`config.mk`:
```
export PLATFORM = sky130hd
export DESIGN_NAME = stack_sort_by_distance_unit
export DESIGN_NICKNAME = d
export VERILOG_FILES = /design/src/hdl/ssbd_pkg.sv /design/src/hdl/ssbd_rec_mem.sv /design/src/hdl/ssbd_min_scan.sv /design/src/hdl/stack_sort_by_distance_unit.sv
export SDC_FILE = /design/constraint.sdc
export NUM_CORES = 1
export LEC_CHECK = 0
export BUFFER_PORTS_ARGS = -buffer_cell sky130_fd_sc_hd__buf_2
export CAP_MARGIN = 20
export CORE_ASPECT_RATIO = 1.4
export CORE_MARGIN = 2
export CORE_UTILIZATION = 56
export DETAILED_ROUTE_END_ITERATION = 10
export GPL_TIMING_DRIVEN = 0
export PLACE_DENSITY_LB_ADDON = 0.08
export SETUP_SLACK_MARGIN = 0.1
export SYNTH_ARGS = -nofsm -noshare
export SYNTH_HDL_FRONTEND = slang
export SYNTH_SLANG_ARGS = --single-unit
export TNS_END_PERCENT = 1
```
`constraint.sdc`:
```
create_clock -name i_clk -period 4.68 [get_ports i_clk]
set_input_delay 0.936 -clock i_clk [delete_from_list [all_inputs] [get_ports i_clk]]
set_output_delay 0.936 -clock i_clk [all_outputs]
set_load 0.05 [all_outputs]
```
`src/hdl/ssbd_pkg.sv`:
```
// ----------------------------------------------------------------------------
// ssbd_pkg
// Shared types and constants of the distance-ordered record stack.
// ----------------------------------------------------------------------------
package ssbd_pkg;

    localparam int FIELD_W = 16;

    // one stored record: distance in the upper half, code in the lower half
    typedef struct packed {
        logic [FIELD_W-1:0] distance;
        logic [FIELD_W-1:0] code;
    } t_rec;

    localparam int REC_W = $bits(t_rec);

    // control from the sequencer to the minimum tracker
    typedef struct packed {
        logic clear;
        logic upd;
    } t_scan_ctl;

    typedef enum logic [1:0] {
        S_LOAD,
        S_SCAN,
        S_EMIT
    } t_state;

endpackage

```
`src/hdl/ssbd_rec_mem.sv`:
```
// ----------------------------------------------------------------------------
// ssbd_rec_mem
// Record store: one write port, one read port with registered read data.
// ----------------------------------------------------------------------------
module ssbd_rec_mem #(
    parameter int DEPTH = 32,
    parameter int AW    = 5
) (
    input  logic                i_clk,
    input  logic                i_we,
    input  logic [AW-1:0]       i_waddr,
    input  ssbd_pkg::t_rec      i_wdata,
    input  logic                i_re,
    input  logic [AW-1:0]       i_raddr,
    output ssbd_pkg::t_rec      o_rdata
);

    ssbd_pkg::t_rec r_mem [DEPTH];
    ssbd_pkg::t_rec r_rdata;

    // write port
    always_ff @(posedge i_clk) begin
        if (i_we) begin
            r_mem[i_waddr] <= i_wdata;
        end
    end

    // read port, registered read data
    always_ff @(posedge i_clk) begin
        if (i_re) begin
            r_rdata <= r_mem[i_raddr];
        end
    end

    assign o_rdata = r_rdata;

endmodule

```
`src/hdl/ssbd_min_scan.sv`:
```
// ----------------------------------------------------------------------------
// ssbd_min_scan
// Tracks the smallest-distance record seen during one pass over the store.
// ----------------------------------------------------------------------------
module ssbd_min_scan #(
    parameter int AW = 5
) (
    input  logic                  i_clk,
    input  logic                  i_rst_n,
    input  ssbd_pkg::t_scan_ctl   i_ctl,
    input  ssbd_pkg::t_rec        i_rec,
    input  logic [AW-1:0]         i_idx,
    output ssbd_pkg::t_rec        o_best_rec,
    output logic [AW-1:0]         o_best_idx
);

    logic           r_have;
    logic           n_have;
    ssbd_pkg::t_rec r_best_rec;
    logic [AW-1:0]  r_best_idx;
    logic           take;

    // strict less-than keeps the earliest entry among equal distances
    assign take = i_ctl.upd && (!r_have || (i_rec.distance < r_best_rec.distance));

    always_comb begin
        n_have = r_have;
        if (i_ctl.clear) begin
            n_have = 1'b0;
        end else if (take) begin
            n_have = 1'b1;
        end
    end

    always_ff @(posedge i_clk) begin
        if (!i_rst_n) begin
            r_have <= 1'b0;
        end else begin
            r_have <= n_have;
        end
    end

    // candidate payload
    always_ff @(posedge i_clk) begin
        if (take && !i_ctl.clear) begin
            r_best_rec <= i_rec;
            r_best_idx <= i_idx;
        end
    end

    assign o_best_rec = r_best_rec;
    assign o_best_idx = r_best_idx;

endmodule

```
`src/hdl/stack_sort_by_distance_unit.sv`:
```
// ----------------------------------------------------------------------------
// stack_sort_by_distance_unit
// Bounded record stack that emits its contents in ascending distance.
// ----------------------------------------------------------------------------
// Input channel (i_in_valid / o_in_stall) takes one record word per cycle
// while loading. Each word is pushed into the record memory; once the store
// holds STACK_DEPTH records further words are dropped and a sticky flag is
// set. A word with i_end_of_load high is pushed like any other and starts
// the output run.
// Output channel (o_out_valid / i_out_stall) then delivers every stored
// record, smallest distance first, equal distances in arrival order, with
// o_out_last on the final word and o_dropped_any on every word of the run.
// Each output word comes from one pass over the n stored records through
// the single read port of the record memory: the records are read in order,
// each read word is checked by the minimum tracker, and the best word then
// goes to the output register. o_in_stall is high from the end-of-load
// word until the final word has been loaded into the output register.
// A stalled output word holds; the next pass runs behind it and waits.
// Reset empties the store and clears the flag; memory contents need none.
// ----------------------------------------------------------------------------
module stack_sort_by_distance_unit #(
    parameter int STACK_DEPTH = 32
) (
    input  logic                           i_clk,
    input  logic                           i_rst_n,
    input  logic                           i_in_valid,
    output logic                           o_in_stall,
    input  logic [ssbd_pkg::FIELD_W-1:0]   i_order_code,
    input  logic [ssbd_pkg::FIELD_W-1:0]   i_order_distance,
    input  logic                           i_end_of_load,
    output logic                           o_out_valid,
    input  logic                           i_out_stall,
    output logic [ssbd_pkg::FIELD_W-1:0]   o_out_code,
    output logic [ssbd_pkg::FIELD_W-1:0]   o_out_distance,
    output logic                           o_out_last,
    output logic                           o_dropped_any
);

    localparam int AW = (STACK_DEPTH > 1) ? $clog2(STACK_DEPTH) : 1;
    localparam int CW = $clog2(STACK_DEPTH + 1);

    ssbd_pkg::t_state     r_state, n_state;
    logic [CW-1:0]        r_count, n_count;
    logic                 r_ovf, n_ovf;
    logic [STACK_DEPTH-1:0] r_taken, n_taken;
    logic [CW-1:0]        r_scan_idx, n_scan_idx;
    logic                 r_chk_vld, n_chk_vld;
    logic [AW-1:0]        r_chk_idx, n_chk_idx;
    logic [CW-1:0]        r_emit_cnt, n_emit_cnt;
    logic                 r_out_valid, n_out_valid;

    ssbd_pkg::t_rec       r_out_rec, n_out_rec;
    logic                 r_out_last, n_out_last;
    logic                 r_out_drop, n_out_drop;
    logic                 out_load;

    logic                 in_acc;
    logic                 room;
    logic                 out_free;
    logic                 rd_en;
    ssbd_pkg::t_rec       wr_rec;
    ssbd_pkg::t_rec       rd_rec;
    ssbd_pkg::t_rec       best_rec;
    logic [AW-1:0]        best_idx;
    ssbd_pkg::t_scan_ctl  scan_ctl;
    logic                 last_emit;

    assign in_acc   = i_in_valid && (r_state == ssbd_pkg::S_LOAD);
    assign room     = (r_count < CW'(STACK_DEPTH));
    assign out_free = !r_out_valid || !i_out_stall;
    assign wr_rec   = '{distance: i_order_distance, code: i_order_code};
    assign last_emit = ((r_emit_cnt + CW'(1)) == r_count);

    // record memory
    ssbd_rec_mem #(
        .DEPTH (STACK_DEPTH),
        .AW    (AW)
    ) u_mem (
        .i_clk   (i_clk),
        .i_we    (in_acc && room),
        .i_waddr (r_count[AW-1:0]),
        .i_wdata (wr_rec),
        .i_re    (rd_en),
        .i_raddr (r_scan_idx[AW-1:0]),
        .o_rdata (rd_rec)
    );

    // minimum tracker for the current pass
    ssbd_min_scan #(
        .AW (AW)
    ) u_scan (
        .i_clk      (i_clk),
        .i_rst_n    (i_rst_n),
        .i_ctl      (scan_ctl),
        .i_rec      (rd_rec),
        .i_idx      (r_chk_idx),
        .o_best_rec (best_rec),
        .o_best_idx (best_idx)
    );

    // sequencer: next state and datapath controls
    always_comb begin
        n_state     = r_state;
        n_count     = r_count;
        n_ovf       = r_ovf;
        n_taken     = r_taken;
        n_scan_idx  = r_scan_idx;
        n_chk_vld   = 1'b0;
        n_chk_idx   = r_scan_idx[AW-1:0];
        n_emit_cnt  = r_emit_cnt;
        n_out_valid = r_out_valid && i_out_stall;
        n_out_rec   = r_out_rec;
        n_out_last  = r_out_last;
        n_out_drop  = r_out_drop;
        out_load    = 1'b0;
        rd_en       = 1'b0;
        scan_ctl    = '{clear: 1'b0, upd: 1'b0};

        case (r_state)
            ssbd_pkg::S_LOAD: begin
                if (in_acc) begin
                    if (room) begin
                        n_count = r_count + CW'(1);
                    end else begin
                        n_ovf = 1'b1;
                    end
                    // a final word always leaves at least one stored record
                    if (i_end_of_load) begin
                        n_state        = ssbd_pkg::S_SCAN;
                        n_taken        = '0;
                        n_scan_idx     = '0;
                        n_emit_cnt     = '0;
                        scan_ctl.clear = 1'b1;
                    end
                end
            end
            ssbd_pkg::S_SCAN: begin
                // issue reads in order, check each word once its registered read data returns
                rd_en = (r_scan_idx < r_count);
                if (rd_en) begin
                    n_scan_idx = r_scan_idx + CW'(1);
                end
                n_chk_vld    = rd_en;
                scan_ctl.upd = r_chk_vld && !r_taken[r_chk_idx];
                if (r_chk_vld && (CW'(r_chk_idx) == (r_count - CW'(1)))) begin
                    n_state = ssbd_pkg::S_EMIT;
                end
            end
            ssbd_pkg::S_EMIT: begin
                if (out_free) begin
                    out_load           = 1'b1;
                    n_out_valid        = 1'b1;
                    n_out_rec          = best_rec;
                    n_out_last         = last_emit;
                    n_out_drop         = r_ovf;
                    n_taken[best_idx]  = 1'b1;
                    n_emit_cnt         = r_emit_cnt + CW'(1);
                    if (last_emit) begin
                        n_count = '0;
                        n_ovf   = 1'b0;
                        n_state = ssbd_pkg::S_LOAD;
                    end else begin
                        n_scan_idx     = '0;
                        scan_ctl.clear = 1'b1;
                        n_state        = ssbd_pkg::S_SCAN;
                    end
                end
            end
            default: begin
                n_state = ssbd_pkg::S_LOAD;
            end
        endcase
    end

    // control registers
    always_ff @(posedge i_clk) begin
        if (!i_rst_n) begin
            r_state     <= ssbd_pkg::S_LOAD;
            r_count     <= '0;
            r_ovf       <= 1'b0;
            r_taken     <= '0;
            r_scan_idx  <= '0;
            r_chk_vld   <= 1'b0;
            r_chk_idx   <= '0;
            r_emit_cnt  <= '0;
            r_out_valid <= 1'b0;
        end else begin
            r_state     <= n_state;
            r_count     <= n_count;
            r_ovf       <= n_ovf;
            r_taken     <= n_taken;
            r_scan_idx  <= n_scan_idx;
            r_chk_vld   <= n_chk_vld;
            r_chk_idx   <= n_chk_idx;
            r_emit_cnt  <= n_emit_cnt;
            r_out_valid <= n_out_valid;
        end
    end

    // output word register
    always_ff @(posedge i_clk) begin
        if (out_load) begin
            r_out_rec  <= n_out_rec;
            r_out_last <= n_out_last;
            r_out_drop <= n_out_drop;
        end
    end

    assign o_in_stall     = (r_state != ssbd_pkg::S_LOAD);
    assign o_out_valid    = r_out_valid;
    assign o_out_code     = r_out_rec.code;
    assign o_out_distance = r_out_rec.distance;
    assign o_out_last     = r_out_last;
    assign o_dropped_any  = r_out_drop;

endmodule
```
### Word level (Yosys, flattened, before mapping)

Memory sizes are Yosys's and may differ from the RTL's. A register that Yosys moved wholly into a read port is not among the register bits.
Cells that the tools add are included.

* memory bits (writable): 1024
* register bits: 132
* input bits: 37
* word-level logic and storage cells: 114
* output and inout port bits: 36
* memories kept: 1

* reductions and logical operators: 26
* bitwise operators: 2
* equality and inequality tests: 13
* add/subtract/negate cells: 4
* order comparisons: 6
* multiplexer cells: 45

Memory list
* u_mem.r_mem: depth 32, bits a word 32, rd ports 1, clocked after memory_dff 1, write ports 1, line ssbd_rec_mem.sv:18 `ssbd_pkg::t_rec r_mem [DEPTH];`

Operators by type and width (number)
* 32-bit two-way mux: 3
* 32-bit one-hot mux with 2 select lines: 1
* 6-bit two-way mux: 10
* 32-bit bitwise OR: 1
* 6-bit one-hot mux with 2 select lines: 2
* 1-bit two-way mux: 19
* 6-bit by 1-bit adder with 6-bit output (second input constant): 3
* 2-bit inequality test (second input constant): 9
* 6-bit one-hot mux with 3 select lines: 1
* 16-bit < comparator: 1
* 5-bit by 6-bit < comparator with 1-bit output (second input constant): 2
* 5-bit AND reduction: 2
* 1-bit logical AND: 8
* 2-bit two-way mux: 4
* 4-bit AND reduction: 2
* 5-bit by 6-bit == test with 1-bit output: 1
* 6-bit == test: 1
* 6-bit < comparator: 1
* 6-bit < comparator (second input constant): 1
* 2-bit one-hot mux with 3 select lines: 1
* 6-bit AND reduction: 1
* 6-bit by 1-bit subtractor with 6-bit output (second input constant): 1
* 1-bit binary-select mux with 5-bit select: 1
* 1-bit demux with 5-bit select: 1
* other kinds (12): 19

### Longest topological paths before layout

* depth after elaboration: 7
* depth in mapped cells: 9

### Modules after synthesis

Synthesis repeated with hierarchy kept, for this count alone.

* cells, all modules: 2715
* area total of the unflattened synthesis: 46264.4 sq um

By module, submodules not included
* ssbd_rec_mem: area each 40812.9 sq um, instances 1, cells an instance 2260
* stack_sort_by_distance_unit: area each 3921.3 sq um, instances 1, cells an instance 363
* ssbd_min_scan: area each 1530.2 sq um, instances 1, cells an instance 92

### Worst setup path before layout

No wires, ideal clock.

* path kind: register -> register
* start: reg r_chk_idx[0]
* end: reg u_scan.r_best_idx[0], in the netlist u_scan.o_best_idx[0], enable pin
* cell stages (with the launch flop): 8
* path buffers: 1
* path slack: -187 ps
* arrival: 4389 ps
* setup time: 477 ps
* clock period less this slack: 4867 ps
* cell sequence: dfxtp_1 > clkbuf_1 > mux4_2 > and3_1 > nor4_1 > a22o_1 > nand2_1 > nor3_1

* word-level cells in the longest chain between the ends: 7

RTL lines
* from (decl): line stack_sort_by_distance_unit.sv:48 `logic [AW-1:0] r_chk_idx, n_chk_idx;`
* from (signal assigned): line stack_sort_by_distance_unit.sv:194 `r_chk_idx <= n_chk_idx;`
* 1-bit binary-select mux with 5-bit select: line stack_sort_by_distance_unit.sv:144 `scan_ctl.upd = r_chk_vld && !r_taken[r_chk_idx];`
* 1-bit two-way mux (implied by the code): line stack_sort_by_distance_unit.sv:144
* 1-bit zero test: line stack_sort_by_distance_unit.sv:144
* 1-bit logical AND: line stack_sort_by_distance_unit.sv:144
* 1-bit two-way mux: line stack_sort_by_distance_unit.sv:119 `case (r_state)`
* 1-bit logical AND: line ssbd_min_scan.sv:24 `assign take = i_ctl.upd && (!r_have || (i_rec.distance < r_best_rec.distance));`
* 1-bit logical AND: line ssbd_min_scan.sv:45 `if (take && !i_ctl.clear) begin`
* to (signal assigned): line ssbd_min_scan.sv:47 `r_best_idx <= i_idx;`
* to (decl): line ssbd_min_scan.sv:20 `logic [AW-1:0] r_best_idx;`

Every way passes these cells. The select of a mux whose other input is x is not followed.
A chain may end at the register's enable or synchronous reset.

### Worst setup path after layout

* start: reg r_scan_idx[1]
* end: reg, netlist name u_mem.o_rdata[31]

* word-level cells in the longest chain between the ends: 2

RTL lines
* from (decl): line stack_sort_by_distance_unit.sv:46 `logic [CW-1:0] r_scan_idx, n_scan_idx;`
* from (signal assigned): line stack_sort_by_distance_unit.sv:192 `r_scan_idx <= n_scan_idx;`
* 6-bit < comparator: line stack_sort_by_distance_unit.sv:139 `rd_en = (r_scan_idx < r_count);`
* 1-bit two-way mux

Parallel ways exist; a longest one is shown, timed or not.

==> qor.yml <==
run_status:
  status: "complete, no violations"
global_route:
  grt_pass1_vias: 22100
  grt_max_degree: 33
  grt_pass1_wl_um: 154000
  grt_antenna_before_repair: 2
  grt.overflow.total: 0
  grt_usage_pct: 26.4
layout:
  n_fill_cell: 5274
  stdcell_count: 3367
  drive_above_1_share_pct: 30.8
  area_growth_pct: 14.1
  nNetsFinal: 2280
timing:
  finalWorstSetupSlack_ns: 0.433
  slew_viol_final: 0
  finalSetupViolations: 0
  max_freq_mhz: 235
  clock_skew_ns: 0.0206
  worst_pin_slew_ns: 1.16
  relSlewSlack_pct: 22.5
  rsz0062_at_grt: "no"
  period_minus_slack_ns: 4.25
  timing.final.crit_share_pct: 90.7
  hold_violations: 0
placed_design:
  place.detailed.hpwl_um: 70600
  pre_cts_slack_ns: 0.527
  dpl.cell_count: 3166
  portBuffers: 72
  gp_congestion: 0.803
detailed_routing:
  first_pass_iters: 5
  vias: 21400
  routed_wl_um: 107000
  vias_per_cell: 6.35
  drt_iter0_markers: 2073
  post_drt_wl_per_cell_um: 31.8
  ant_nets: 0
  drc: 0
pwr:
  leakagePower_nw: 15.9
  peakVddDrop_v: 0.000381
  p_per_area_mw_per_mm2: 419
synth:
  yosysSeqAreaShare_pct: 77.5
  ys_ff_latch: 1188
  synth-edff-count: 1127
  netlist_area_mm2: 0.0453
  async_reset_ff_share_pct: 0
  synth_top_flop_cell: "edfxtp_1"
  yosysWarnings: 0
  synth.avg_cell_area_um2: 22.7
  synth_cells: 1991
  synthDistinctLibCells: 51
  syn_nets: 2054
clocking:
  clk_pin_slew_ns: 0.06
  cts_made_buffers: 108
  postCtsSetupRepairBufs: 0
  postCtsResizedCells: 0
  cts_root_buf: "clkbuf_16"
  clk_latency_ns: 0.69
  htreeDepth: 3
  cts_tree: "done"
  ctsHoldBuffers: 0
  clk_path_buf_depth: 3
  cts.sinks: 1188
worst_setup_path:
  crit_arrival_ns: 4.68
  required_ns: 5.11
  crit_buf_inv: 3
  path_depth: 6
  slowest_stage: "buf_1"
  crit_fanout: 10
  critPathTopFamily: "buffers and inverters"
  reg2reg_depth: 6
  critPathLaunchType: "flip-flop"
  worstSetupEndpointType: "flip-flop"
  timing.rr.end: "u_mem.o_rdata[31]"
  max_stage_delay_ns: 0.90
  rrSetupSlack_ns: 0.43
  crit_chain: "clkbuf_1 > clkbuf_1 > buf_1 > mux4_2 > mux4_2 > mux2_2"
  crit_type: "flip-flop to flip-flop"
  r2r-start: "r_scan_idx[1]"
die:
  core_area_mm2: 0.0802
  std_cell_rows: 123
  die_h_um: 340
  die_area_mm2: 0.0832
  io_pins: 73
  start_util_pct: 56.5
  die_x_um: 244
hold_path:
  hold-path-cell-count: 0
  holdPathEnd: "o_out_code[14]"
  hp-class: "flip-flop to flip-flop"
  min_from: "u_scan.o_best_rec[14]"
flow_run:
  max_cap_violations: 0
flip-flops by register name, indices dropped and copies added (netlist names), 6 cells and up:
name and count:
r_taken 32, o_out_code 16, r_scan_idx 6, r_count 6
u_mem.o_rdata 32, u_mem.r_mem 1024, r_emit_cnt 6, u_scan.o_best_rec 32
o_out_distance 16
worst reg2reg max path, delay by kind of cell, from the launching register on:
family / cells / cell delay, ns
buffers and inverters: 3 / 2.25
multiplexers: 3 / 1.34
flip-flops: 1 / 0.40
cell usage in the layout, fill, tap and decap left out, drive strengths merged, types with 2 or more instances in the layout:
master    Yosys  final
a211oi        7      7
a21o          6      6
a21oi        43     43
a221oi        3      3
a22o          2      2
a22oi         5      5
a31oi         7      7
and2          5      5
and3          5      5
and3b         3      3
buf          38    154
bufinv        0     12
clkbuf       52    180
clkinv        0     47
clkinvlp      0      8
dfxtp        61     61
edfxtp     1127   1127
ha           26     26
inv          30     32
mux2         36     36
mux4        326    326
nand2        24     24
nand2b        5      5
nand3        22     22
nor2         89     89
nor2b         4      4
nor3         15     15
nor3b         4      4
nor4          2      2
o2111ai       2      2
o211ai        3      3
o21ai         9      9
o31ai         3      3
xnor2         9      9
xor2          4      4
metal layers:
| metal | wire length [um] | GRT usage, % | vias up | part of all wire, % |
|---|---|---|---|---|
| met5 | 0 | 0 | - | 0 |
| met4 | 3310 | 9.06 | 0 | 3.1 |
| met3 | 6150 | 3.74 | 191 | 5.7 |
| met2 | 56900 | 46.3 | 801 | 53 |
| met1 | 40800 | 34.0 | 11500 | 38 |
| li1 | - | - | 8860 | - |
cell usage after synthesis (6+ instances only):
master    number  area (um^2)
edfxtp_1    1127        33800
buf_2         11         55.1
nand2_1       24         90.1
nor3_1        15         75.1
inv_1         25         93.8
ha_1          26          325
mux4_2       326         7340
xnor2_1        9         78.8
nor2_1        89          334
dfxtp_1       61         1220
a21o_1         6         45.0
a31oi_1        7         43.8
mux2_2        36          405
buf_1          7         26.3
buf_4         18          135
a21oi_1       43          215
clkbuf_1      52          195
nand3_1       22          110
o21ai_0        8         40.0
a211oi_1       7         52.6
worst max path at each step:
stage / from / to / slack (ns)
3_3_place_gp: r_chk_idx[0] / u_scan.o_best_rec[6] / -1.43
4_1_cts: r_scan_idx[1] / u_mem.o_rdata[31] / 0.51
5_1_grt: r_scan_idx[1] / u_mem.o_rdata[31] / 0.48
2_1_floorplan: r_chk_idx[0] / u_scan.o_best_idx[0] / 0.93
6_report: r_scan_idx[1] / u_mem.o_rdata[31] / 0.43
3_5_place_dp: r_scan_idx[1] / u_mem.o_rdata[31] / 0.53
per-stage QoR:
| step | power, mW | area [um^2] | setup TNS, ns | util (%) | hold slack, ns |
|---|---|---|---|---|---|
| 2_1_floorplan | 12.6 | 45300 | 0 | - | 0.400 |
| 3_3_place_gp | 12.9 | 47000 | -928.87 | 58.6 | 0.403 |
| 3_5_place_dp | 13.0 | 48000 | 0 | 59.9 | 0.405 |
| 4_1_cts | 21.8 | 51600 | 0 | 64.3 | 0.418 |
| 5_1_grt | 22.2 | 51600 | 0 | 64.4 | 0.416 |
| 6_report | 21.6 | 51600 | 0 | 64.4 | 0.416 |
report_power, final:
part	leakage [nW]	switching (mW)	internal, mW
clock network	1.73	3.85	5.04
registers	10.6	0.0319	11.7
logic	3.51	0.599	0.389
total	15.9	4.48	17.2
cells by family after synthesis:
group | synth area share (%)
buf+inv | 1.21
xor+xnor | 0.252
fa+ha+maj | 0.719
flops | 77.5
compound gates | 1.41
mux | 17.1
simple gates | 1.83
layout make-up:
type	count	area, um^2	area share [%]
Multi-Input combinational cell	683	9900	19.2
Clock inverter	69	717	1.39
Sequential cell	1188	35100	67.9
Inverter	30	113	0.218
Timing Repair Buffer	116	1210	2.35
Tap cell	1062	1330	2.57
Buffer	90	434	0.841
Antenna cell	1	2.50	0.00485
Clock buffer	128	2860	5.54
(Power assumes the default switching activity.)
